### src/design/assert_macros.svh
// Assertion macros shared by the mesh route path generator.
`ifndef ASSERT_MACROS_SVH
`define ASSERT_MACROS_SVH

// Same-cycle implication, disabled while in reset.
`define MRPG_ASSERT_IMPL(label, clk, rst_n, ante, cons, msg) \
    label: assert property (@(posedge clk) disable iff (!rst_n) (ante) |-> (cons)) \
        else $error(msg);

// Next-cycle implication, disabled while in reset.
`define MRPG_ASSERT_NEXT(label, clk, rst_n, ante, cons, msg) \
    label: assert property (@(posedge clk) disable iff (!rst_n) (ante) |=> (cons)) \
        else $error(msg);

`endif

### src/design/mrpg_pkg.sv
// Shared constants and controller/datapath types for the mesh route path generator.
package mrpg_pkg;

    localparam int MAX_DIM   = 8;
    localparam int DIM_W     = 4;
    localparam int COORD_W   = $clog2(MAX_DIM);
    localparam int NODE_W    = 6;
    localparam int DIV_STEPS = NODE_W;
    localparam int CNT_W     = $clog2(DIV_STEPS);

    // Configuration register indexes
    localparam logic [1:0] CFG_MESH_WIDTH  = 2'd0;
    localparam logic [1:0] CFG_MESH_HEIGHT = 2'd1;
    localparam logic [1:0] CFG_ROUTE_MODE  = 2'd2;

    typedef struct packed {
        logic load_in;
        logic div_step;
        logic emit_hop;
        logic emit_err;
    } mrpg_cmd_t;

    typedef struct packed {
        logic range_bad;
        logic same_node;
        logic div_last;
        logic out_free;
        logic hop_last;
    } mrpg_status_t;

endpackage

### src/design/mrpg_cfg.sv
// Configuration registers with saturation of the mesh dimensions.
module mrpg_cfg (
    input  logic                     clk,
    input  logic                     rst_n,
    input  logic                     cfg_valid,
    output logic                     cfg_ready,
    input  logic [1:0]               cfg_index,
    input  logic [mrpg_pkg::DIM_W-1:0] cfg_data,
    output logic [mrpg_pkg::DIM_W-1:0] mesh_w,
    output logic [mrpg_pkg::DIM_W-1:0] mesh_h,
    output logic                     route_mode
);
    import mrpg_pkg::*;

    logic [DIM_W-1:0] width_reg, width_next;
    logic [DIM_W-1:0] height_reg, height_next;
    logic             mode_reg, mode_next;

    assign cfg_ready = 1'b1;

    // Decode the register write
    always_comb
    begin
        width_next  = width_reg;
        height_next = height_reg;
        mode_next   = mode_reg;
        if (cfg_valid)
        begin
            case (cfg_index)
                CFG_MESH_WIDTH:  width_next  = cfg_data;
                CFG_MESH_HEIGHT: height_next = cfg_data;
                CFG_ROUTE_MODE:  mode_next   = cfg_data[0];
                default:         ;
            endcase
        end
    end

    always_ff @(posedge clk or negedge rst_n)
    begin
        if (!rst_n)
        begin
            width_reg  <= DIM_W'(MAX_DIM);
            height_reg <= DIM_W'(MAX_DIM);
            mode_reg   <= 1'b0;
        end
        else
        begin
            width_reg  <= width_next;
            height_reg <= height_next;
            mode_reg   <= mode_next;
        end
    end

    // Saturate oversized dimensions
    assign mesh_w     = (width_reg  > DIM_W'(MAX_DIM)) ? DIM_W'(MAX_DIM) : width_reg;
    assign mesh_h     = (height_reg > DIM_W'(MAX_DIM)) ? DIM_W'(MAX_DIM) : height_reg;
    assign route_mode = mode_reg;

endmodule

### src/design/mrpg_datapath.sv
// Datapath: node split by restoring division, path walker and output register.
module mrpg_datapath (
    input  logic                        clk,
    input  logic                        rst_n,
    input  mrpg_pkg::mrpg_cmd_t         cmd,
    output mrpg_pkg::mrpg_status_t      status,
    input  logic [mrpg_pkg::NODE_W-1:0] in_src,
    input  logic [mrpg_pkg::NODE_W-1:0] in_dst,
    input  logic [mrpg_pkg::DIM_W-1:0]  mesh_w,
    input  logic [mrpg_pkg::DIM_W-1:0]  mesh_h,
    input  logic                        route_mode,
    input  logic                        out_ready,
    output logic                        out_valid,
    output logic [mrpg_pkg::NODE_W-1:0] out_from,
    output logic [mrpg_pkg::NODE_W-1:0] out_to,
    output logic                        out_last,
    output logic                        out_err
);
    import mrpg_pkg::*;

    // One restoring division step: returns {remainder, shifted quotient}
    function automatic logic [DIM_W+NODE_W-1:0] div_iter(
        input logic [DIM_W-1:0]  rem,
        input logic [NODE_W-1:0] q,
        input logic [DIM_W-1:0]  d
    );
        logic [DIM_W:0]   trial;
        logic [DIM_W-1:0] rem_new;
        logic             qbit;
        trial = {rem, q[NODE_W-1]};
        qbit  = (trial >= {1'b0, d});
        rem_new = qbit ? DIM_W'(trial - {1'b0, d}) : DIM_W'(trial);
        return {rem_new, q[NODE_W-2:0], qbit};
    endfunction

    logic [NODE_W-1:0]  src_reg, dst_reg;
    logic [NODE_W-1:0]  sq_reg, sq_next, dq_reg, dq_next;
    logic [DIM_W-1:0]   srem_reg, srem_next, drem_reg, drem_next;
    logic [CNT_W-1:0]   cnt_reg, cnt_next;
    logic [NODE_W-1:0]  node_reg, node_next;
    logic               ovalid_reg, ovalid_next;
    logic [NODE_W-1:0]  ofrom_reg, ofrom_next, oto_reg, oto_next;
    logic               olast_reg, olast_next, oerr_reg, oerr_next;

    logic [2*DIM_W-1:0] node_count;
    logic [COORD_W-1:0] cur_r, cur_c, dst_r, dst_c, nxt_r, nxt_c;
    logic               row_eq, col_eq, parity, move_row, hop_last;
    logic [NODE_W-1:0]  step_node;
    logic [DIM_W+NODE_W-1:0] sdiv, ddiv;

    // Range check against the configured mesh size
    assign node_count = mesh_w * mesh_h;
    assign status.range_bad = ({{(2*DIM_W-NODE_W){1'b0}}, src_reg} >= node_count) ||
                              ({{(2*DIM_W-NODE_W){1'b0}}, dst_reg} >= node_count);
    assign status.same_node = (src_reg == dst_reg);
    assign status.div_last  = (cnt_reg == CNT_W'(DIV_STEPS - 1));
    assign status.out_free  = !ovalid_reg || out_ready;

    // Pick the next hop from the current position
    assign cur_r  = sq_reg[COORD_W-1:0];
    assign cur_c  = srem_reg[COORD_W-1:0];
    assign dst_r  = dq_reg[COORD_W-1:0];
    assign dst_c  = drem_reg[COORD_W-1:0];
    assign row_eq = (cur_r == dst_r);
    assign col_eq = (cur_c == dst_c);
    assign parity = src_reg[0] ^ dst_reg[0] ^ cur_r[0] ^ cur_c[0];
    assign move_row = route_mode ? (!row_eq && (col_eq || parity)) : col_eq;

    always_comb
    begin
        nxt_r = cur_r;
        nxt_c = cur_c;
        if (move_row)
        begin
            if (cur_r < dst_r)
            begin
                nxt_r     = cur_r + 1'b1;
                step_node = node_reg + {{(NODE_W-DIM_W){1'b0}}, mesh_w};
            end
            else
            begin
                nxt_r     = cur_r - 1'b1;
                step_node = node_reg - {{(NODE_W-DIM_W){1'b0}}, mesh_w};
            end
        end
        else
        begin
            if (cur_c < dst_c)
            begin
                nxt_c     = cur_c + 1'b1;
                step_node = node_reg + 1'b1;
            end
            else
            begin
                nxt_c     = cur_c - 1'b1;
                step_node = node_reg - 1'b1;
            end
        end
    end

    assign hop_last        = (nxt_r == dst_r) && (nxt_c == dst_c);
    assign status.hop_last = hop_last;

    assign sdiv = div_iter(srem_reg, sq_reg, mesh_w);
    assign ddiv = div_iter(drem_reg, dq_reg, mesh_w);

    // Load, divide and walk
    always_comb
    begin
        sq_next   = sq_reg;
        dq_next   = dq_reg;
        srem_next = srem_reg;
        drem_next = drem_reg;
        cnt_next  = cnt_reg;
        node_next = node_reg;
        if (cmd.load_in)
        begin
            sq_next   = in_src;
            dq_next   = in_dst;
            srem_next = '0;
            drem_next = '0;
            cnt_next  = '0;
            node_next = in_src;
        end
        else if (cmd.div_step)
        begin
            {srem_next, sq_next} = sdiv;
            {drem_next, dq_next} = ddiv;
            cnt_next = cnt_reg + 1'b1;
        end
        else if (cmd.emit_hop)
        begin
            sq_next   = {{(NODE_W-COORD_W){1'b0}}, nxt_r};
            srem_next = {{(DIM_W-COORD_W){1'b0}}, nxt_c};
            node_next = step_node;
        end
    end

    // Hold or refill the output register
    always_comb
    begin
        ovalid_next = ovalid_reg;
        ofrom_next  = ofrom_reg;
        oto_next    = oto_reg;
        olast_next  = olast_reg;
        oerr_next   = oerr_reg;
        if (cmd.emit_err)
        begin
            ovalid_next = 1'b1;
            ofrom_next  = '0;
            oto_next    = '0;
            olast_next  = 1'b1;
            oerr_next   = 1'b1;
        end
        else if (cmd.emit_hop)
        begin
            ovalid_next = 1'b1;
            ofrom_next  = node_reg;
            oto_next    = step_node;
            olast_next  = hop_last;
            oerr_next   = 1'b0;
        end
        else if (out_ready)
        begin
            ovalid_next = 1'b0;
        end
    end

    always_ff @(posedge clk or negedge rst_n)
    begin
        if (!rst_n)
        begin
            ovalid_reg <= 1'b0;
            cnt_reg    <= '0;
        end
        else
        begin
            ovalid_reg <= ovalid_next;
            cnt_reg    <= cnt_next;
        end
    end

    always_ff @(posedge clk)
    begin
        if (cmd.load_in)
        begin
            src_reg <= in_src;
            dst_reg <= in_dst;
        end
        sq_reg    <= sq_next;
        dq_reg    <= dq_next;
        srem_reg  <= srem_next;
        drem_reg  <= drem_next;
        node_reg  <= node_next;
        ofrom_reg <= ofrom_next;
        oto_reg   <= oto_next;
        olast_reg <= olast_next;
        oerr_reg  <= oerr_next;
    end

    assign out_valid = ovalid_reg;
    assign out_from  = ofrom_reg;
    assign out_to    = oto_reg;
    assign out_last  = olast_reg;
    assign out_err   = oerr_reg;

endmodule

### src/design/mrpg_ctrl.sv
// Controller state machine: check, divide, then walk the path hop by hop.
module mrpg_ctrl (
    input  logic                   clk,
    input  logic                   rst_n,
    input  logic                   in_valid,
    output logic                   in_ready,
    output mrpg_pkg::mrpg_cmd_t    cmd,
    input  mrpg_pkg::mrpg_status_t status
);
    import mrpg_pkg::*;

    localparam logic [1:0] S_IDLE  = 2'd0;
    localparam logic [1:0] S_CHECK = 2'd1;
    localparam logic [1:0] S_DIV   = 2'd2;
    localparam logic [1:0] S_WALK  = 2'd3;

    logic [1:0] state_reg, state_next;

    // Sequence one request
    always_comb
    begin
        state_next = state_reg;
        cmd        = '0;
        in_ready   = 1'b0;
        case (state_reg)
            S_IDLE:
            begin
                in_ready = 1'b1;
                if (in_valid)
                begin
                    cmd.load_in = 1'b1;
                    state_next  = S_CHECK;
                end
            end
            S_CHECK:
            begin
                if (status.range_bad)
                begin
                    if (status.out_free)
                    begin
                        cmd.emit_err = 1'b1;
                        state_next   = S_IDLE;
                    end
                end
                else if (status.same_node)
                begin
                    state_next = S_IDLE;
                end
                else
                begin
                    state_next = S_DIV;
                end
            end
            S_DIV:
            begin
                cmd.div_step = 1'b1;
                if (status.div_last)
                begin
                    state_next = S_WALK;
                end
            end
            S_WALK:
            begin
                if (status.out_free)
                begin
                    cmd.emit_hop = 1'b1;
                    if (status.hop_last)
                    begin
                        state_next = S_IDLE;
                    end
                end
            end
            default:
            begin
                state_next = S_IDLE;
            end
        endcase
    end

    always_ff @(posedge clk or negedge rst_n)
    begin
        if (!rst_n)
        begin
            state_reg <= S_IDLE;
        end
        else
        begin
            state_reg <= state_next;
        end
    end

endmodule

### src/design/mesh_route_path_generator.sv
// Mesh route path generator: XY or parity-adaptive hop lists on a 2D mesh.
// Usage:
//   s_* channel takes one request item: source and destination node numbers.
//   m_* channel returns the hops of that request, one item per hop, the
//   final one marked by m_tlast; a node outside the mesh gives a single item
//   with the error flag in m_tuser and m_tlast set.
//   cfg_* channel writes mesh width, mesh height and routing mode; write it
//   only while no request is in flight. It is always ready.
// Operation:
//   One request at a time. After acceptance the check state tests the range,
//   then a restoring divider splits both nodes into row and column, then
//   one hop leaves per cycle while the receiver keeps up (up to fourteen hops
//   in an 8 by 8 mesh). A same-node request returns no items.
// Reset clears the state machine and the output valid; configuration returns
//   to an 8 by 8 mesh with XY routing.
// A stalled receiver holds the output register and freezes the walk; the
//   next request is accepted while the last hop still waits.
module mesh_route_path_generator (
    input  logic        clk,
    input  logic        rst_n,
    input  logic        s_tvalid,
    output logic        s_tready,
    input  logic [15:0] s_tdata,   // [5:0] source_node, [11:6] dest_node, [15:12] zero
    output logic        m_tvalid,
    input  logic        m_tready,
    output logic [15:0] m_tdata,   // [5:0] hop_from, [11:6] hop_to, [15:12] zero
    output logic        m_tlast,
    output logic        m_tuser,   // [0] range_error
    input  logic        cfg_valid,
    output logic        cfg_ready,
    input  logic [1:0]  cfg_index,
    input  logic [3:0]  cfg_data
);
    import mrpg_pkg::*;

    `include "assert_macros.svh"

    mrpg_cmd_t         cmd;
    mrpg_status_t      status;
    logic [DIM_W-1:0]  mesh_w, mesh_h;
    logic              route_mode;
    logic [NODE_W-1:0] hop_from, hop_to;

    mrpg_cfg u_cfg (
        .clk        (clk),
        .rst_n      (rst_n),
        .cfg_valid  (cfg_valid),
        .cfg_ready  (cfg_ready),
        .cfg_index  (cfg_index),
        .cfg_data   (cfg_data),
        .mesh_w     (mesh_w),
        .mesh_h     (mesh_h),
        .route_mode (route_mode)
    );

    mrpg_ctrl u_ctrl (
        .clk      (clk),
        .rst_n    (rst_n),
        .in_valid (s_tvalid),
        .in_ready (s_tready),
        .cmd      (cmd),
        .status   (status)
    );

    mrpg_datapath u_dp (
        .clk        (clk),
        .rst_n      (rst_n),
        .cmd        (cmd),
        .status     (status),
        .in_src     (s_tdata[5:0]),
        .in_dst     (s_tdata[11:6]),
        .mesh_w     (mesh_w),
        .mesh_h     (mesh_h),
        .route_mode (route_mode),
        .out_ready  (m_tready),
        .out_valid  (m_tvalid),
        .out_from   (hop_from),
        .out_to     (hop_to),
        .out_last   (m_tlast),
        .out_err    (m_tuser)
    );

    assign m_tdata = {4'b0000, hop_to, hop_from};

    `MRPG_ASSERT_IMPL(a_single_emit, clk, rst_n, cmd.emit_hop, !cmd.emit_err,
                      "hop and error emitted together")
    `MRPG_ASSERT_IMPL(a_no_overwrite, clk, rst_n, m_tvalid && !m_tready,
                      !cmd.emit_hop && !cmd.emit_err, "stalled output item overwritten")
    `MRPG_ASSERT_NEXT(a_one_request, clk, rst_n, s_tvalid && s_tready, !s_tready,
                      "second request accepted while busy")
    `MRPG_ASSERT_IMPL(a_err_is_last, clk, rst_n, m_tvalid && m_tuser, m_tlast,
                      "error item not marked last")

endmodule
### config.mk
export PLATFORM = sky130hd
export DESIGN_NAME = mesh_route_path_generator
export DESIGN_NICKNAME = d
export VERILOG_FILES = /design/src/design/mrpg_pkg.sv /design/src/design/mrpg_cfg.sv /design/src/design/mrpg_datapath.sv /design/src/design/mrpg_ctrl.sv /design/src/design/mesh_route_path_generator.sv
export VERILOG_INCLUDE_DIRS = /design/src /design/src/design
export SDC_FILE = /design/constraint.sdc
export NUM_CORES = 1
export LEC_CHECK = 0
export BUFFER_PORTS_ARGS = -buffer_cell sky130_fd_sc_hd__buf_2
export CORE_ASPECT_RATIO = 1.2
export CORE_MARGIN = 4
export CORE_UTILIZATION = 48
export DETAILED_ROUTE_END_ITERATION = 12
export PLACE_DENSITY = 0.73
export SYNTH_ARGS = -nofsm -noshare
export SYNTH_HDL_FRONTEND = slang
export SYNTH_HIERARCHICAL = 1
export SYNTH_SLANG_ARGS = --single-unit
export TNS_END_PERCENT = 5
### constraint.sdc
create_clock -name clk -period 6.7 [get_ports clk]
set_input_delay 0.67 -clock clk [delete_from_list [all_inputs] [get_ports clk]]
set_output_delay 0.67 -clock clk [all_outputs]
set_load 0.05 [all_outputs]
### Word level (Yosys, flattened, before mapping)

Cells that the tools add are included.

* flip-flop bits (word level): 67
* input port bits: 27
* output and inout bits: 21

* add/sub/neg operators: 11
* $mul: 1
* order comparisons: 8
* equal/unequal tests: 17
* muxes and demuxes: 43
* bitwise logic cells: 3
* reductions and logical operators: 19

Operators by type and width (count)
* 6-bit two-way mux: 11
* 4-bit two-way mux: 6
* 3-bit two-way mux: 6
* 6-bit by 8-bit greater-or-equal comparator with 1-bit output: 2
* 2-bit two-way mux: 7
* 3-bit equality test: 4
* 1-bit two-way mux: 12
* 5-bit by 4-bit greater-or-equal comparator with 1-bit output: 2
* 3-bit by 1-bit adder with 3-bit output, second input constant: 3
* 4-bit greater-than comparator, second input constant: 2
* 4-bit by 4-bit multiplier with 8-bit output: 1
* 2-bit one-hot mux with 4 select lines: 1
* 2-bit AND reduction: 4
* 4-bit subtractor: 2
* 6-bit by 1-bit adder with 6-bit output, second input constant: 1
* 6-bit by 4-bit adder with 6-bit output: 1
* 2-bit equality test, second input constant: 3
* 6-bit equality test: 1
* 3-bit < comparator: 2
* 2-bit inequality test, second input constant: 3
* 2-bit nonzero test: 3
* 3-bit nonzero test: 2
* 3-bit by 1-bit subtractor with 3-bit output, second input constant: 2
* 6-bit by 1-bit subtractor with 6-bit output, second input constant: 1
* other kinds (11): 20

### Longest topological paths before layout

Gate-level depths: netlist (run 1).

* depth after elaboration: 12
* gate-level depth with buffers: 18

### Cells and area by module

Netlist (run 1), hierarchy kept.

By module, submodules not included
* mrpg_datapath: times used 1, cells an instance 401, area an instance 3932.5 µm²
* mrpg_cfg: times used 1, cells an instance 31, area an instance 419.2 µm²
* mrpg_ctrl: times used 1, cells an instance 15, area an instance 131.4 µm²
* mesh_route_path_generator: times used 1, cells an instance 5, area an instance 33.8 µm²

### Worst setup path before layout (run 1)

Ideal clock, no wire load.

* path kind: reg2reg
* start: reg u_cfg.width_reg[3]
* end: reg u_dp.oto_reg[0], in the netlist u_dp/out_to[0]
* data arrival time: 4.199 ns
* data required time: 6.555 ns
* slack: 2.356 ns
* stages on the path, launching flop included: 16
* path buffers: 2
* cells stage by stage: dfstp_2 nor2b_1 nand2_1 fa_1 inv_1 fa_1 inv_1 fa_1 nor2b_1 o2111ai_1 a2111o_1 a32oi_1 and4_2 clkbuf_1 clkbuf_1 a211oi_1

RTL lines
* start: declaration: line mrpg_cfg.sv:15 `logic [DIM_W-1:0] width_reg, width_next;`
* start signal: assignment: line mrpg_cfg.sv:42 `width_reg <= DIM_W'(MAX_DIM);`
* start signal: assignment: line mrpg_cfg.sv:48 `width_reg <= width_next;`
* end signal: assignment: line mrpg_datapath.sv:196 `oto_reg <= oto_next;`
* end: declaration: line mrpg_datapath.sv:42 `logic [NODE_W-1:0] ofrom_reg, ofrom_next, oto_reg, oto_next;`

==> flow_summary.yaml, run 1 <==
run_status:
  status: "complete, no violations"
global_route:
  antenna_found_initial: 0
  grt_pass1_wl_mm: 16.2
  grt_max_degree: 39
  grt_pass1_vias: 3452
  track_usage_pct: 19.2
  gr-total-overflow: 0
critical_path:
  endpoint_kind: "flop"
  crit_path_start_kind: "flop"
  cp.arrival_ns: 5.07
  cpMostUsedCell: "fa_1"
  worst-path-max-fanout: 17
  crit_slowest_cell: "fa_1"
  crit_required_ns: 6.92
  path_class: "reg -> reg"
  cp_cell_sequence: "nor2b_1 > nand2_1 > fa_1 > inv_1 > fa_1 > ha_1 > a21o_1 > a21oi_1 > o2111ai_1 > a2111o_1 > a32oi_1 > and4_2 > nor3_1 > a221oi_1"
  slowest_delay_ns: 0.51
drt:
  drtPass1Iterations: 4
  wl_mm: 9.85
  wire_per_inst_um: 16.0
  drt_iter0_markers: 163
  drc: 0
  vias: 3317
  viasPerCell: 5.39
  ant_nets: 0
cts:
  root_buffer: "clkbuf_8"
  cts_resized: 0
  clk_latency_ns: 0.34
  path_clk_slew_ns: 0.07
  clk_path_buf_depth: 2
  cts_tree: "done"
  h-tree-depth: 3
  hold_buffers: 0
  postCtsSetupBuffers: 0
  clock_sinks: 67
  cts_made_buffers: 9
logic_synthesis:
  synth-async-reset-ratio_pct: 22.4
  synth_edf_count: 30
  ys_seq_elements: 67
  synthFlopType: "edfxtp_1"
  synth.largest_area_cell: "edfxtp_1"
  synthCells: 452
  synth_top_area_share_pct: 19.9
  yosysWarnings: 6
  synth_cell_type_count: 56
  synth.cell_area_sq_um: 4520
  syn_area_per_cell_sq_um: 9.99
  synthTopCellsByArea: "edfxtp_1, ha_1, dfxtp_1"
  yosysSeqAreaShare_pct: 38.1
timing:
  relSlewSlack_pct: 35.7
  rsz0062_at_grt: "no"
  min_period_over_period_pct: 72.3
  hold_viol_final: 0
  finalSetupViolCount: 0
  fmax_mhz: 206
  tightest_slew_ns: 0.954
  setup_tns_ns: 0
  clock_skew_ns: 0.0102
  finalMaxSlewViolations: 0
  layout_min_cycle_time_ns: 4.85
worst_hold_path:
  min_path_type: "in -> async"
cells_and_area:
  syn2layout_area_growth_pct: 10.1
  n_antenna_cell: 0
  nets: 572
  drive_gt1_share_pct: 16.6
die:
  fp.coreArea_sq_um: 9130
  rows: 38
  io_pins: 48
  die_x_um: 96.6
  dieHeight_um: 114
  dieArea_sq_um: 11000
  initial_utilization_pct: 49.5
placed_design:
  post-dp-hpwl_mm: 7.79
  place.gp.congestion: 0.912
  portBuffers: 38
run:
  cap_viol_max_count: 0
==> metal layers <==
| layer | part of all wire [%] | global-route usage [%] |
|---|---|---|
| met5 | 0 | 0 |
| met1 | 41 | 22.6 |
| met4 | 1.3 | 5.43 |
| met2 | 53 | 35.5 |
| met3 | 4.6 | 3.02 |
==> critical path: cells and delay by family, from the launching register on <==
family	cells	cell delay [ns]
buffers and inverters	1	0.05
AOI/OAI and AO/OA	6	1.76
DFF	1	0.43
adders and majority gates	3	1.32
and+or+nand+nor	4	1.18
==> cell type report <==
class                   instances  area (sq um)
repair buffers                 42           220
flip-flops and latches         67          1720
well taps                     120           150
clock buffers                  10           138
clock inverters                 6          37.5
inverters                      39           146
multi-input cells             331          2560
fillers                       846          4160
==> logic make-up (layout without fill, tap and decap cells) <==
family / Yosys count / after routing / synth area share, %
compound gates: 82 / 82 / 11.9
simple gates: 130 / 130 / 14.8
flops: 67 / 67 / 38.1
fa+ha+maj: 55 / 55 / 16.7
other cells: 2 / 5 / 0.166
xor+xnor: 33 / 33 / 6.73
mux: 26 / 26 / 6.18
buf+inv: 57 / 97 / 5.48
==> final timing paths <==
| kind | start | endpoint | slack (ns) | depth (start not counted) |
|---|---|---|---|---|
| max | u_cfg/width_reg[3] | u_dp/out_last | 1.85 | 14 |
| min | rst_n | u_dp/out_valid | 0.22 | 1 |
| max reg2reg | u_cfg/width_reg[3] | u_dp/out_last | 1.85 | 14 |
| min reg2reg | u_dp/out_err | u_dp/out_err | 0.47 | 1 |
| max in group asynchronous | rst_n | u_cfg/height_reg[3] | 6.19 | 1 |
| min in group clk | u_dp/out_err | u_dp/out_err | 0.47 | 1 |
==> placed cells by master, fill, tap and decap left out, types with 4 or more instances in the layout <==
cell type and n:
nor3_1 8, nand3b_1 4, edfxtp_1 30, ha_1 46, fa_1 9, buf_4 4, xor2_1 14, inv_1 39
nor2b_1 13, xnor2_1 18, nand2b_1 5, nand2_1 34, mux2i_1 11, and2_1 15, clkbuf_8 10, a21o_1 7
mux2_2 15, a21oi_1 15, nand4_1 5, buf_2 38, conb_1 5, nor2_1 33, o21ai_0 25, a211oi_1 8
dfxtp_1 22, dfrtp_1 13
==> cell usage after synthesis (3+ instances only) <==
| master | n |
|---|---|
| nand2b_1 | 5 |
| a21oi_1 | 15 |
| ha_1 | 46 |
| o22ai_1 | 3 |
| a21o_1 | 7 |
| fa_1 | 9 |
| buf_4 | 7 |
| inv_1 | 39 |
| nand2_1 | 34 |
| a211oi_1 | 8 |
| xnor2_1 | 18 |
| o211ai_1 | 3 |
| nor2b_1 | 13 |
| nor2_1 | 33 |
| edfxtp_1 | 30 |
| clkbuf_1 | 8 |
| xor2_1 | 14 |
| o21ai_0 | 25 |
| dfrtp_1 | 13 |
| nand3b_1 | 4 |
| dfxtp_1 | 22 |
| or3_1 | 3 |
| mux2_2 | 15 |
| nor3_1 | 8 |
| nand4_1 | 5 |
| and2_1 | 15 |
| mux2i_1 | 11 |
==> per-stage QoR <==
step / std cells / hold WS [ns] / util (%) / cell area [sq um] / setup WS (ns)
after detailed placement: 599 / 0.452 / 52.5 / 4800 / 1.93
final: 615 / 0.219 / 54.5 / 4970 / 1.85
after CTS: 615 / 0.214 / 54.5 / 4970 / 1.86
after global placement: 599 / 0.434 / 52.5 / 4800 / 2.04
after floorplan: 455 / 0.374 / - / 4530 / 2.36
after global routing: 615 / 0.225 / 54.5 / 4970 / 1.46
Power of run 1 is left out: the tool's default activity adds up to more than one toggle a clock period on the data nets, which glitch-free logic cannot reach.
==> run 2: changes to the inputs <==
PLACE_DENSITY = 0.76   (was 0.73)
clock period = 4.25 ns   (was 6.7 ns; I/O delays follow)
==> run 2 against run 1 <==
Effect of this change:
- highest routed layer unchanged
- largest cell class unchanged
- non-clock buffer count is 11 higher
- clock skew is 0.0045 ns higher
- critical endpoint is now u_dp/out_to[5]
- setup slack worse by 1.7 ns
- sequential cell count stayed put
- count of clock-buffer cells in the layout is 1 lower
==> flow_summary.yaml, run 2 (synthesis results as in run 1) <==
run_status:
  status: "complete, no violations"
cells_and_area:
  instances_no_fill: 626
  drive_gt1_share_pct: 19.8
  n_antenna_cell: 0
  syn2layout_area_growth_pct: 13.3
  nets: 583
  final_common_cell: "ha_1"
  fill_cells: 811
  fin_area_sq_um: 5120
  mostFrequentLayoutCells: "ha_1, inv_1, buf_2"
placed_design:
  portBuffers: 38
  dpl_cell_area_sq_um: 4880
  place.gp.congestion: 0.915
  post-dp-hpwl_mm: 8.02
  placed_cells: 608
critical_path:
  timing.rr.start: "u_cfg/height_reg[3]"
  r2r_cells: 15
  cp.arrival_ns: 4.34
  r2r_slack_ns: 0.16
  crit_required_ns: 4.50
  path_class: "reg -> reg"
  endpoint_kind: "flop"
  r2r-end: "u_dp/out_to[5]"
  worst-path-max-fanout: 13
  crit_path_start_kind: "flop"
timing:
  tightest_slew_ns: 0.935
  holdWs_ns: 0.259
  layout_min_cycle_time_ns: 4.09
  finalMaxSlewViolations: 0
  min_period_over_period_pct: 96.3
  fmax_mhz: 244
  relSlewSlack_pct: 37.0
  finalSetupViolCount: 0
  clock_skew_ns: 0.0147
  hold_viol_final: 0
drt:
  ant_nets: 0
  wl_mm: 10.2
  drc: 0
  vias: 3415
  wire_per_inst_um: 16.4
  drt_iter0_markers: 181
  drtPass1Iterations: 5
  viasPerCell: 5.46
die:
  die_x_um: 96.6
  fp.coreArea_sq_um: 9130
  rows: 38
  dieArea_sq_um: 11000
  dieHeight_um: 114
  io_pins: 48
  initial_utilization_pct: 49.5
worst_hold_path:
  hold_start: "s_tdata[10]"
  min_path_type: "in -> reg"
  hold_depth: 1
  hold_path_end: "u_dp/dst_reg[4]"
global_route:
  grt_max_degree: 34
  antenna_found_initial: 0
  gr-total-overflow: 0
  grt_pass1_vias: 3370
  track_usage_pct: 19.3
  grt_pass1_wl_mm: 16.4
cts:
  path_clk_slew_ns: 0.09
  h-tree-depth: 3
  cts_tree: "done"
  cts_made_buffers: 9
  root_buffer: "clkbuf_8"
  clk_path_buf_depth: 2
  clock_sinks: 67
  clk_latency_ns: 0.35
run:
  cap_viol_max_count: 0
==> run 2: what timing repair did <==
action / in CTS / in global routing
endpoints found under the hold margin: 13 / 0
buffers inserted: 0 / 1
pin swaps: 0 / 4
gates resized for setup: 1 / 10
setup endpoints to repair: 1 / 16
hold buffers: 1 / 0
==> run 2: final cells by class <==
class | instances | area [sq um] | area share [%]
multi-input combinational | 331 | 2600 | 50.8
sequential | 67 | 1720 | 33.6
timing repair buffer | 53 | 318 | 6.21
tap | 120 | 150 | 2.93
inverter | 39 | 146 | 2.86
clock buffer | 9 | 124 | 2.42
clock inverter | 7 | 58.8 | 1.15
==> run 2: layer usage <==
layer  track usage, %  share of wire, %
met1             24.3                42
met5                0                 0
met4             5.61               1.5
met2             33.6                53
met3             3.48               3.4
==> run 2: worst max-delay path, cell delays in order (launching register included) <==
cell and delay (ns):
dfstp_2 0.57, nand2_1 0.09, fa_1 0.53, inv_1 0.05, fa_1 0.46, ha_1 0.30, a21o_1 0.19, a21oi_2 0.23
o2111ai_1 0.18, a2111o_1 0.45, a32oi_2 0.24, and4_4 0.31, buf_4 0.13, buf_12 0.12, nor2_1 0.05, o21a_1 0.09
==> run 2: worst max path at each step <==
| stage | start | endpoint | slack, ns | cells after the start |
|---|---|---|---|---|
| 5_1_grt | u_cfg/height_reg[3] | flop | -0.03 | 14 |
| 4_1_cts | u_cfg/width_reg[3] | u_dp/out_last | 0.03 | 16 |
| 6_report | u_cfg/height_reg[3] | u_dp/out_to[5] | 0.16 | 15 |
| 2_1_floorplan | u_cfg/width_reg[3] | u_dp/out_to[0] | 0.02 | 15 |
| 3_3_place_gp | u_cfg/height_reg[3] | u_dp/out_last | 0.12 | 13 |
| 3_5_place_dp | u_cfg/height_reg[3] | u_dp/out_last | 0.02 | 15 |
==> run 2: stage by stage <==
| step | TNS (ns) | setup slack [ns] | utilization (%) |
|---|---|---|---|
| after floorplan | 0 | 0.0178 | - |
| after global placement | 0 | 0.121 | 53.5 |
| after detailed placement | 0 | 0.0163 | 53.5 |
| after CTS | 0 | 0.0296 | 55.6 |
| after global routing | -0.0510 | -0.0278 | 56.1 |
| final | 0 | 0.157 | 56.1 |
Power of run 2 is left out for the same reason.
